--- config.mk ---
export PLATFORM = sky130hd
export DESIGN_NAME = gate_pulse_width_detector
export DESIGN_NICKNAME = d
export VERILOG_FILES = /design/src/sv/gpw_pkg.sv /design/src/sv/gpw_cfg.sv /design/src/sv/gpw_front.sv /design/src/sv/gpw_core.sv /design/src/sv/gate_pulse_width_detector.sv
export VERILOG_INCLUDE_DIRS = /design/src /design/src/sv
export SDC_FILE = /design/constraint.sdc
export NUM_CORES = 1
export LEC_CHECK = 0
export ABC_AREA = 1
export BUFFER_PORTS_ARGS = -buffer_cell sky130_fd_sc_hd__buf_4
export CAP_MARGIN = 20
export CORE_MARGIN = 5
export CORE_UTILIZATION = 30
export CTS_CLUSTER_DIAMETER = 60
export DETAILED_ROUTE_END_ITERATION = 10
export HOLD_SLACK_MARGIN = 0.1
export PLACE_DENSITY_LB_ADDON = 0.15
export SETUP_SLACK_MARGIN = 0.05
export SYNTH_ARGS = -nofsm -noshare
export SYNTH_HDL_FRONTEND = slang
export SYNTH_SLANG_ARGS = --single-unit
--- constraint.sdc ---
create_clock -name clk -period 8.4 [get_ports clk]
set_input_delay 1.68 -clock clk [delete_from_list [all_inputs] [get_ports clk]]
set_output_delay 1.68 -clock clk [all_outputs]
set_load 0.02 [all_outputs]
--- src/sv/gate_pulse_width_detector_defines.svh ---
// Assertion macros for the gate pulse width detector.
`ifndef GATE_PULSE_WIDTH_DETECTOR_DEFINES_SVH
`define GATE_PULSE_WIDTH_DETECTOR_DEFINES_SVH

`ifndef SYNTH
`define GPW_ASSERT_NOW(label, ante, cons) \
  label: assert property (@(posedge clk) disable iff (rst) (ante) |-> (cons)) \
    else $error("gpw assertion failed");
`define GPW_ASSERT_NEXT(label, ante, cons) \
  label: assert property (@(posedge clk) disable iff (rst) (ante) |=> (cons)) \
    else $error("gpw assertion failed");
`else
`define GPW_ASSERT_NOW(label, ante, cons)
`define GPW_ASSERT_NEXT(label, ante, cons)
`endif

`endif

--- src/sv/gpw_pkg.sv ---
// Shared types and constants for the gate pulse width detector.
package gpw_pkg;

  localparam int FIELD_W = 32;
  localparam int DATA_W  = 32;
  localparam int ADDR_W  = 4;

  typedef logic [1:0] reg_idx_t;

  localparam reg_idx_t REG_LEVEL_INV  = 2'd0;
  localparam reg_idx_t REG_LOW_LIMIT  = 2'd1;
  localparam reg_idx_t REG_HIGH_LIMIT = 2'd2;
  localparam reg_idx_t REG_DB_LENGTH  = 2'd3;

  localparam logic [7:0]         DB_LENGTH_RESET  = 8'd3;
  localparam logic [FIELD_W-1:0] HIGH_LIMIT_RESET = 32'hFFFF_FFFF;

  typedef struct packed {
    logic valid;
    logic level;
  } stage_ctl_t;

endpackage

--- src/sv/gpw_cfg.sv ---
// APB register file: level inversion, width limits and debounce length.
module gpw_cfg #(
  parameter int COUNT_BITS    = 32,
  parameter int DEBOUNCE_BITS = 8
) (
  input  logic                         clk,
  input  logic                         rst,
  input  logic                         psel,
  input  logic                         penable,
  input  logic                         pwrite,
  input  logic [gpw_pkg::ADDR_W-1:0]   paddr,
  input  logic [gpw_pkg::DATA_W-1:0]   pwdata,
  output logic [gpw_pkg::DATA_W-1:0]   prdata,
  output logic                         level_inv,
  output logic [COUNT_BITS-1:0]        low_limit,
  output logic [COUNT_BITS-1:0]        high_limit,
  output logic [DEBOUNCE_BITS-1:0]     db_length
);

  gpw_pkg::reg_idx_t idx;
  logic              wr;

  assign idx = paddr[3:2];
  assign wr  = psel & penable & pwrite;

  always_ff @(posedge clk) begin
    if (rst) begin
      level_inv  <= 1'b0;
      low_limit  <= '0;
      high_limit <= COUNT_BITS'(gpw_pkg::HIGH_LIMIT_RESET);
      db_length  <= DEBOUNCE_BITS'(gpw_pkg::DB_LENGTH_RESET);
    end else if (wr) begin
      case (idx)
        gpw_pkg::REG_LEVEL_INV:  level_inv  <= pwdata[0];
        gpw_pkg::REG_LOW_LIMIT:  low_limit  <= COUNT_BITS'(pwdata);
        gpw_pkg::REG_HIGH_LIMIT: high_limit <= COUNT_BITS'(pwdata);
        gpw_pkg::REG_DB_LENGTH:  db_length  <= DEBOUNCE_BITS'(pwdata[7:0]);
        default: ;
      endcase
    end
  end

  always_comb begin
    case (idx)
      gpw_pkg::REG_LEVEL_INV:  prdata = gpw_pkg::DATA_W'(level_inv);
      gpw_pkg::REG_LOW_LIMIT:  prdata = gpw_pkg::DATA_W'(low_limit);
      gpw_pkg::REG_HIGH_LIMIT: prdata = gpw_pkg::DATA_W'(high_limit);
      gpw_pkg::REG_DB_LENGTH:  prdata = gpw_pkg::DATA_W'(db_length);
      default:                 prdata = '0;
    endcase
  end

endmodule

--- src/sv/gpw_front.sv ---
// Input register stage: samples the gate level (after inversion) and count.
module gpw_front #(
  parameter int COUNT_BITS = 32
) (
  input  logic                        clk,
  input  logic                        rst,
  input  logic                        adv,
  input  logic                        in_valid,
  input  logic                        raw_level,
  input  logic [gpw_pkg::FIELD_W-1:0] position_count,
  input  logic                        level_inv,
  output gpw_pkg::stage_ctl_t         s1_ctl,
  output logic [COUNT_BITS-1:0]       s1_count
);

  always_ff @(posedge clk) begin
    if (rst) begin
      s1_ctl.valid <= 1'b0;
    end else if (adv) begin
      s1_ctl.valid <= in_valid;
    end
  end

  always_ff @(posedge clk) begin
    if (adv && in_valid) begin
      s1_ctl.level <= raw_level ^ level_inv;
      s1_count     <= COUNT_BITS'(position_count);
    end
  end

endmodule

--- src/sv/gpw_core.sv ---
// Debounce, start tracking, width qualification and result register.
module gpw_core #(
  parameter int COUNT_BITS    = 32,
  parameter int DEBOUNCE_BITS = 8
) (
  input  logic                     clk,
  input  logic                     rst,
  input  logic                     adv,
  input  gpw_pkg::stage_ctl_t      s1_ctl,
  input  logic [COUNT_BITS-1:0]    s1_count,
  input  logic [COUNT_BITS-1:0]    low_limit,
  input  logic [COUNT_BITS-1:0]    high_limit,
  input  logic [DEBOUNCE_BITS-1:0] db_length,
  output logic                     res_valid,
  output logic [COUNT_BITS-1:0]    res_start,
  output logic [COUNT_BITS-1:0]    res_end,
  output logic [COUNT_BITS-1:0]    res_mid,
  output logic [COUNT_BITS-1:0]    res_width
);

  localparam logic [DEBOUNCE_BITS-1:0] DB_RESET =
    DEBOUNCE_BITS'(gpw_pkg::DB_LENGTH_RESET);

  logic                     acc_level;
  logic [DEBOUNCE_BITS-1:0] db_left;
  logic [COUNT_BITS-1:0]    start_mark;

  logic                     acc_level_next;
  logic [DEBOUNCE_BITS-1:0] db_left_next;
  logic [COUNT_BITS-1:0]    start_mark_next;
  logic [DEBOUNCE_BITS-1:0] db_dec;
  logic [COUNT_BITS-1:0]    width;
  logic                     edge_seen;
  logic                     hit;

  assign db_dec = db_left - DEBOUNCE_BITS'(1);
  assign width  = s1_count - start_mark;

  always_comb begin
    acc_level_next  = acc_level;
    db_left_next    = db_left;
    start_mark_next = start_mark;
    edge_seen       = 1'b0;
    hit             = 1'b0;
    if (s1_ctl.level == acc_level) begin
      db_left_next = db_length;
      if (!s1_ctl.level) begin
        start_mark_next = s1_count;
      end
    end else if (db_dec == '0) begin
      edge_seen    = 1'b1;
      db_left_next = db_length;
    end else begin
      db_left_next = db_dec;
    end
    if (edge_seen) begin
      acc_level_next = s1_ctl.level;
      if (!s1_ctl.level) begin
        start_mark_next = s1_count;
        hit = (start_mark != '1) && (s1_count != '1) &&
              (width > low_limit) && (width < high_limit);
      end
    end
  end

  always_ff @(posedge clk) begin
    if (rst) begin
      acc_level  <= 1'b0;
      db_left    <= DB_RESET;
      start_mark <= '1;
      res_valid  <= 1'b0;
    end else if (adv) begin
      res_valid <= s1_ctl.valid && hit;
      if (s1_ctl.valid) begin
        acc_level  <= acc_level_next;
        db_left    <= db_left_next;
        start_mark <= start_mark_next;
      end
    end
  end

  always_ff @(posedge clk) begin
    if (adv && s1_ctl.valid && hit) begin
      res_start <= start_mark;
      res_end   <= s1_count;
      res_mid   <= start_mark + (width >> 1);
      res_width <= width;
    end
  end

endmodule

--- src/sv/gate_pulse_width_detector.sv ---
// Top level of the gate pulse width detector.
// Takes one gate sample word per clock while in_stall is low, each with its
// encoder count, and emits a word for each accepted high-to-low edge whose
// pulse width lies strictly between low_limit and high_limit. Words pass an
// input register and then a result register before a result word is offered,
// and the block takes one sample per cycle while not stalled. The result
// register holds while out_stall is high; in_stall is high exactly while a
// result waits there, and no sample is taken in those cycles. A level change
// counts only after debounce_length consecutive differing samples (a length
// of zero means 2^DEBOUNCE_BITS samples).
`include "gate_pulse_width_detector_defines.svh"

module gate_pulse_width_detector #(
  parameter int COUNT_BITS    = 32,
  parameter int DEBOUNCE_BITS = 8
) (
  input  logic                        clk,
  input  logic                        rst,
  input  logic                        psel,
  input  logic                        penable,
  input  logic                        pwrite,
  input  logic [gpw_pkg::ADDR_W-1:0]  paddr,
  input  logic [gpw_pkg::DATA_W-1:0]  pwdata,
  output logic [gpw_pkg::DATA_W-1:0]  prdata,
  output logic                        pready,
  input  logic                        in_valid,
  output logic                        in_stall,
  input  logic                        raw_level,
  input  logic [gpw_pkg::FIELD_W-1:0] position_count,
  output logic                        out_valid,
  input  logic                        out_stall,
  output logic [gpw_pkg::FIELD_W-1:0] start_count,
  output logic [gpw_pkg::FIELD_W-1:0] end_count,
  output logic [gpw_pkg::FIELD_W-1:0] middle_count,
  output logic [gpw_pkg::FIELD_W-1:0] pulse_width
);

  logic                     level_inv;
  logic [COUNT_BITS-1:0]    low_limit;
  logic [COUNT_BITS-1:0]    high_limit;
  logic [DEBOUNCE_BITS-1:0] db_length;
  logic                     adv;
  gpw_pkg::stage_ctl_t      s1_ctl;
  logic [COUNT_BITS-1:0]    s1_count;
  logic [COUNT_BITS-1:0]    res_start;
  logic [COUNT_BITS-1:0]    res_end;
  logic [COUNT_BITS-1:0]    res_mid;
  logic [COUNT_BITS-1:0]    res_width;

  assign pready   = 1'b1;
  assign adv      = !(out_valid && out_stall);
  assign in_stall = !adv;

  gpw_cfg #(
    .COUNT_BITS   (COUNT_BITS),
    .DEBOUNCE_BITS(DEBOUNCE_BITS)
  ) u_cfg (
    .clk       (clk),
    .rst       (rst),
    .psel      (psel),
    .penable   (penable),
    .pwrite    (pwrite),
    .paddr     (paddr),
    .pwdata    (pwdata),
    .prdata    (prdata),
    .level_inv (level_inv),
    .low_limit (low_limit),
    .high_limit(high_limit),
    .db_length (db_length)
  );

  gpw_front #(
    .COUNT_BITS(COUNT_BITS)
  ) u_front (
    .clk           (clk),
    .rst           (rst),
    .adv           (adv),
    .in_valid      (in_valid),
    .raw_level     (raw_level),
    .position_count(position_count),
    .level_inv     (level_inv),
    .s1_ctl        (s1_ctl),
    .s1_count      (s1_count)
  );

  gpw_core #(
    .COUNT_BITS   (COUNT_BITS),
    .DEBOUNCE_BITS(DEBOUNCE_BITS)
  ) u_core (
    .clk       (clk),
    .rst       (rst),
    .adv       (adv),
    .s1_ctl    (s1_ctl),
    .s1_count  (s1_count),
    .low_limit (low_limit),
    .high_limit(high_limit),
    .db_length (db_length),
    .res_valid (out_valid),
    .res_start (res_start),
    .res_end   (res_end),
    .res_mid   (res_mid),
    .res_width (res_width)
  );

  assign start_count  = gpw_pkg::FIELD_W'(res_start);
  assign end_count    = gpw_pkg::FIELD_W'(res_end);
  assign middle_count = gpw_pkg::FIELD_W'(res_mid);
  assign pulse_width  = gpw_pkg::FIELD_W'(res_width);

  `GPW_ASSERT_NEXT(a_no_word_no_result, !s1_ctl.valid && adv, !out_valid)
  `GPW_ASSERT_NOW(a_width_matches, out_valid, res_width == res_end - res_start)
  `GPW_ASSERT_NOW(a_mid_matches, out_valid, res_mid == res_start + (res_width >> 1))

endmodule

Word level (Yosys, flattened, before mapping)
Index checks and enable logic that the tools add are counted.

storage, ports and cells
  output and inout port bits = 163
  input bits = 76
  register bits = 277
  logic and storage cells = 58

operators by class
  $add $sub $neg = 3
  mux-type cells = 11
  equal/unequal tests = 6
  reduce and logical (&&, ||, !) cells = 17
  $lt $le $gt $ge = 2
  bitwise operators = 4

operators with widths
  cell                                                                count
  32-bit 2-to-1 mux                                                   4
  32-bit case mux with 4 select lines                                 1
  32-bit != test, second input constant                               2
  32-bit by 31-bit adder with 32-bit output                           1
  32-bit greater-than comparator                                      1
  32-bit < comparator                                                 1
  32-bit subtractor                                                   1
  8-bit 2-to-1 mux                                                    2
  2-bit AND reduction                                                 5
  1-bit logical AND                                                   8
  8-bit zero test                                                     1
  8-bit by 1-bit subtractor with 8-bit output, second input constant  1
  2-bit == test, second input constant                                2
  1-bit 2-to-1 mux                                                    4
  3-bit AND reduction                                                 1
  1-bit bitwise AND                                                   2
  2-bit by 1-bit == test with 1-bit output, second input constant     1
  2-bit zero test                                                     1
  1-bit == test                                                       1
  1-bit zero test                                                     1
  1-bit NOT                                                           1
  1-bit XOR                                                           1

Logic depth before layout (Yosys ltp)
  depth in word-level cells = 7
  mapped depth = 27
  gate-level depth less buffers = 27

Cells and area by module
From an unflattened synthesis, not the netlist that was laid out.

second synthesis, totals
  cells, all modules = 1,868
  area, all modules = 15,502.4 um^2

by module, submodules not included
  module                     cells an instance  instances  area each (um^2)
  gpw_core                   1,307              1          11,081.9
  gpw_cfg                    517                1          3,355.7
  gpw_front                  40                 1          1,043.5
  gate_pulse_width_detector  4                  1          21.3

Worst setup path before layout
No wires, ideal clock.

  path type = register to register
  start = reg u_front.s1_count[0]
  end = reg u_core.res_end[0] (enable)
  clock period less this slack = 5.966 ns
  library setup time = 0.481 ns
  path buffers = 0
  arrival = 5.485 ns
  stages on the path, launching flop included = 23
  path slack = 2.434 ns
  path through = edfxtp_1 > inv_1 > ha_1 > inv_1 > fa_1 > nand3_1 > nand2_1 > a21boi_1 > o21ai_0 > nand3_1 > nand2_1 > xor2_1 > ha_1 > nand2_1 > inv_1 > and3_1 > nor2_1 > nand2_1 > nor2_1 > nand3_1 > nor2_1 > nand3_1 > inv_1

between the ends
  longest elaborated chain between the ends = 7
  elaborated cells on any way between the ends = 10
  those cells by class = add/sub: 1; order compare: 2; eq/ne: 1; mux: 2; reduce/logical: 4

ends and longest elaborated chain
  what                            line             RTL
  from (decl)                     gpw_front.sv:13  output logic [COUNT_BITS-1:0] s1_count
  from (signal assigned)          gpw_front.sv:27  s1_count <= COUNT_BITS'(position_count);
  32-bit subtractor *             gpw_core.sv:37   assign width = s1_count - start_mark;
  via u_core.width[30]            gpw_core.sv:32   logic [COUNT_BITS-1:0] width;
  32-bit greater-than comparator  gpw_core.sv:61   (width > low_limit) && (width < high_limit);
  1-bit logical AND               gpw_core.sv:60   hit = (start_mark != '1) && (s1_count != '1) &&
  1-bit logical AND *             gpw_core.sv:61
  1-bit 2-to-1 mux *              gpw_core.sv:58   if (!s1_ctl.level) begin
  1-bit 2-to-1 mux *              gpw_core.sv:56   if (edge_seen) begin
  1-bit logical AND *             gpw_core.sv:83   if (adv && s1_ctl.valid && hit) begin
  to (signal assigned)            gpw_core.sv:85   res_end <= s1_count;
  to (decl)                       gpw_core.sv:16   output logic [COUNT_BITS-1:0] res_end,

The timed path passes the listed nets; every way through them passes the cells marked *.
A chain may end at the register's enable or synchronous reset.

Worst setup path in the final report
  start = reg u_front.s1_count[0]
  end = reg u_core.res_end[9] (enable)

Same word-level chain as after synthesis.

==> impl_metrics.yaml <==
clock_network:
  cts.clk_slew.worst_paths_ps: 60
  clock_path_buffers: 3
  cts-hold-fix-buffers: 0
  post_cts_resized: 0
  cts_buffers: 39
  htreeDepth: 2
  clockRootBuffer: "clkbuf_16"
  cts_tree: "built"
  clock_latency_ps: 540
  clkSinkCount: 277
  postCtsSetupBuffers: 0
sta:
  worst_slew_pin_slew_ps: 959.6
  holdWs_ps: 466.1
  rsz0062_at_grt: "false"
  finalSetupViolCount: 0
  min_period_ps: 5619
  tns_ps: 0
  fmax_mhz: 178.0
  hold_viol: 0
  drv_slew: 0
  fin_skew_ps: 15.84
  fin_crit_sh: 0.6690
  maxSlewHeadroom: 0.3593
global_route:
  busiest_layer: "met2"
  use_met2: 0.2921
  grt_max_degree: 66
  grt-ovfl-total: 0
  use_met3: 0.02526
  met1_usage: 0.2341
  grt_use_total: 0.1753
  antenna_found_initial: 1
  grt_pass1_wl_um: 73840
  grt_pass1_vias: 12742
logic_synthesis:
  synth_edf_count: 161
  syn_area_per_cell_um2: 8.908
  synth_cell_types: 49
  netlist_area_um2: 14890
  yosys-top-cells-count: "nand2_1 (305), inv_1 (186), edfxtp_1 (161)"
  synth_seq_cells: 277
  synth_top_area_cell: "edfxtp_1"
  async_flop_share: 0
  ys.flop_type: "edfxtp_1"
  seq_area_frac_synth: 0.4805
  synthCells: 1672
  synth.top_cell.area_share: 0.3246
  synthTopCellsByArea: "edfxtp_1 (32%), dfxtp_1 (16%), ha_1 (11%)"
  post-synth-top-count-cell: "nand2_1"
  synth_warnings: 0
  mappedNetlistNets: 1877
routing:
  vias: 12518
  vias_per_cell: 4.804
  postRouteAntennaNets: 0
  routed_wirelength_um: 48190
  routedWlPerCell_um: 18.49
  drtIter0Drc: 642
  dr.pass1.iters: 5
  post-route-drc-count: 0
die:
  fp.dieH_um: 232.8
  core_um2: 49050
  dieArea_um2: 54200
  die_x_um: 232.8
  ios: 239
  start_util: 0.3036
  row_count: 81
worst_hold_path:
  worstHoldEndpoint: "u_front.s1_ctl[1]"
  hold_path_class: "flop to flop"
  hold_path_depth: 2
  hp-start: "u_front.s1_ctl[1]"
setup_path:
  cp.arrival_ps: 5810
  r2r_cells: 23
  critPathMaxStageDelay_ps: 620
  crit_path_end_kind: "flop"
  critical_path.slowest_cell: "o21ai_0"
  reg2reg_from: "u_front.s1_count[0]"
  r2r_slack_ps: 2780
  cp_cell_sequence: "inv_1 -> ha_1 -> inv_1 -> fa_1 -> nand3_1 -> nand2_1 -> a21boi_1 -> o21ai_0 -> nand3_1 -> nand2_1 -> xor2_1 -> ha_1 -> nand2_1 -> inv_1 -> and3_1 -> nor2_1 -> nand2_1 -> nor2_1 -> nand3_1 -> nor2_1 -> nand3_1 -> inv_4 -> buf_12"
  r2r_end: "u_core.res_end[9]"
  crit_fanout: 65
  required_ps: 8600
  start_kind: "flop"
  worstSetupPathType: "flop to flop"
layout:
  multi_input_area_um2: 6784
  drive_above_1_share: 0.1632
  final_cells: 2606
  area_growth_pct: 24.81
  regArea_um2: 7157
  antennaDiodeCount: 0
  nets: 2118
  nFillCells: 5054
status:
  status: "finished, final reports clean"
placed_design:
  dp.cells: 2536
  gp_congestion: 0.8627
  io_buffers: 235
  hpwl_um: 37260
power_and_ir_drop:
  switching_share: 0.3082
  power_frac_seq: 0.390
  p_int_mw: 2.732
  clkPwrFrac: 0.400
  p_sw_mw: 1.217
  p_comb_frac: 0.210
  p_leak_nw: 8.189
  irDropWorstVdd_uv: 130.9
  powerDensity_nw_per_um2: 212.4
job:
  maxCapViolations: 0
-- how the worst max path moves through the flow --
stage | startpoint | end | slack, ps | depth (start not counted)
2_1_floorplan | u_front.s1_count[0] | u_core.res_end[0] | 2430 | 22
3_3_place_gp | u_front.s1_count[0] | u_core.res_mid[5] | 2690 | 23
3_5_place_dp | u_front.s1_count[0] | u_core.res_start[8] | 2670 | 23
4_1_cts | u_front.s1_count[0] | u_core.res_start[3] | 2680 | 24
5_1_grt | u_front.s1_count[0] | u_core.res_mid[16] | 2360 | 24
6_report | u_front.s1_count[0] | u_core.res_end[9] | 2780 | 23
-- layout make-up --
class / instances / area share
flip-flops and latches: 277 / 0.3850
multi-input cells: 1160 / 0.3649
repair buffers: 245 / 0.09962
clock buffers: 53 / 0.05984
well taps: 664 / 0.04469
inverters: 190 / 0.03890
clock inverters: 17 / 0.007000
-- layer usage --
metal / wire length (µm) / up-vias
met2: 22550 / 277
met3: 2092 / 84
li1: - / 6271
met5: 0 / -
met4: 1538 / 0
met1: 22010 / 5886
-- critical path: cells and delay by family (launching register included) --
family                   cells  cell delay (ps)
AO/OA/AOI/OAI                2              780
XOR/XNOR                     1              530
adder cells (fa/ha/maj)      3              770
buffers and inverters        5             1190
flip-flops                   1              450
AND/OR/NAND/NOR             12             1460
-- power groups by stage --
| stage | clock [mW] | sequential, mW | combinational, mW |
|---|---|---|---|
| after global routing | 1.68 | 1.54 | 0.941 |
| after detailed placement | 0 | 1.57 | 0.829 |
| final | 1.58 | 1.54 | 0.830 |
| after CTS | 1.63 | 1.54 | 0.834 |
| after global placement | 0 | 1.57 | 0.821 |
| after floorplan | 0 | 1.55 | 0.558 |
-- cells in the final DEF (no fill, tap or decap), types with 6 or more instances in the layout --
cell type  netlist  final
a21o_1          10     10
a21oi_1        156    156
buf_4            2    244
clkbuf_1        28      9
clkbuf_16        0     42
dfxtp_1        116    116
edfxtp_1       161    161
ha_1           127    127
inv_1          186    185
nand2_1        305    305
nand3_1        111    111
nand4_1         11     11
nor2_1         129    128
nor3_1           8      8
nor4_1           8      8
o211ai_1        35     35
o21a_1          10     10
o21ai_0         96     96
o21ai_1         32     32
o21bai_1         6      6
o221ai_1         8      8
o22ai_1         24     24
xnor2_1         18     18
xor2_1          41     41
-- through the flow --
stage / util / power [mW] / instance area (µm²) / setup WS (ps)
after floorplan: - / 2.110 / 14890 / 2434
after global placement: 0.3536 / 2.387 / 17350 / 2691
after detailed placement: 0.3536 / 2.397 / 17350 / 2666
after CTS: 0.3790 / 4.001 / 18590 / 2682
after global routing: 0.3790 / 4.160 / 18590 / 2358
final: 0.3790 / 3.949 / 18590 / 2781
-- kinds of logic after synthesis --
group,after synthesis,share of synthesized area
and+or+nand+nor,587,0.1660
DFF,277,0.4805
xor gates and xnor gates,59,0.03469
other,1,0.0002518
adders and majority gates,129,0.1094
buffers and inverters,235,0.06452
AOI/OAI and AO/OA,384,0.1447
Power figures use the tool's default switching activity.
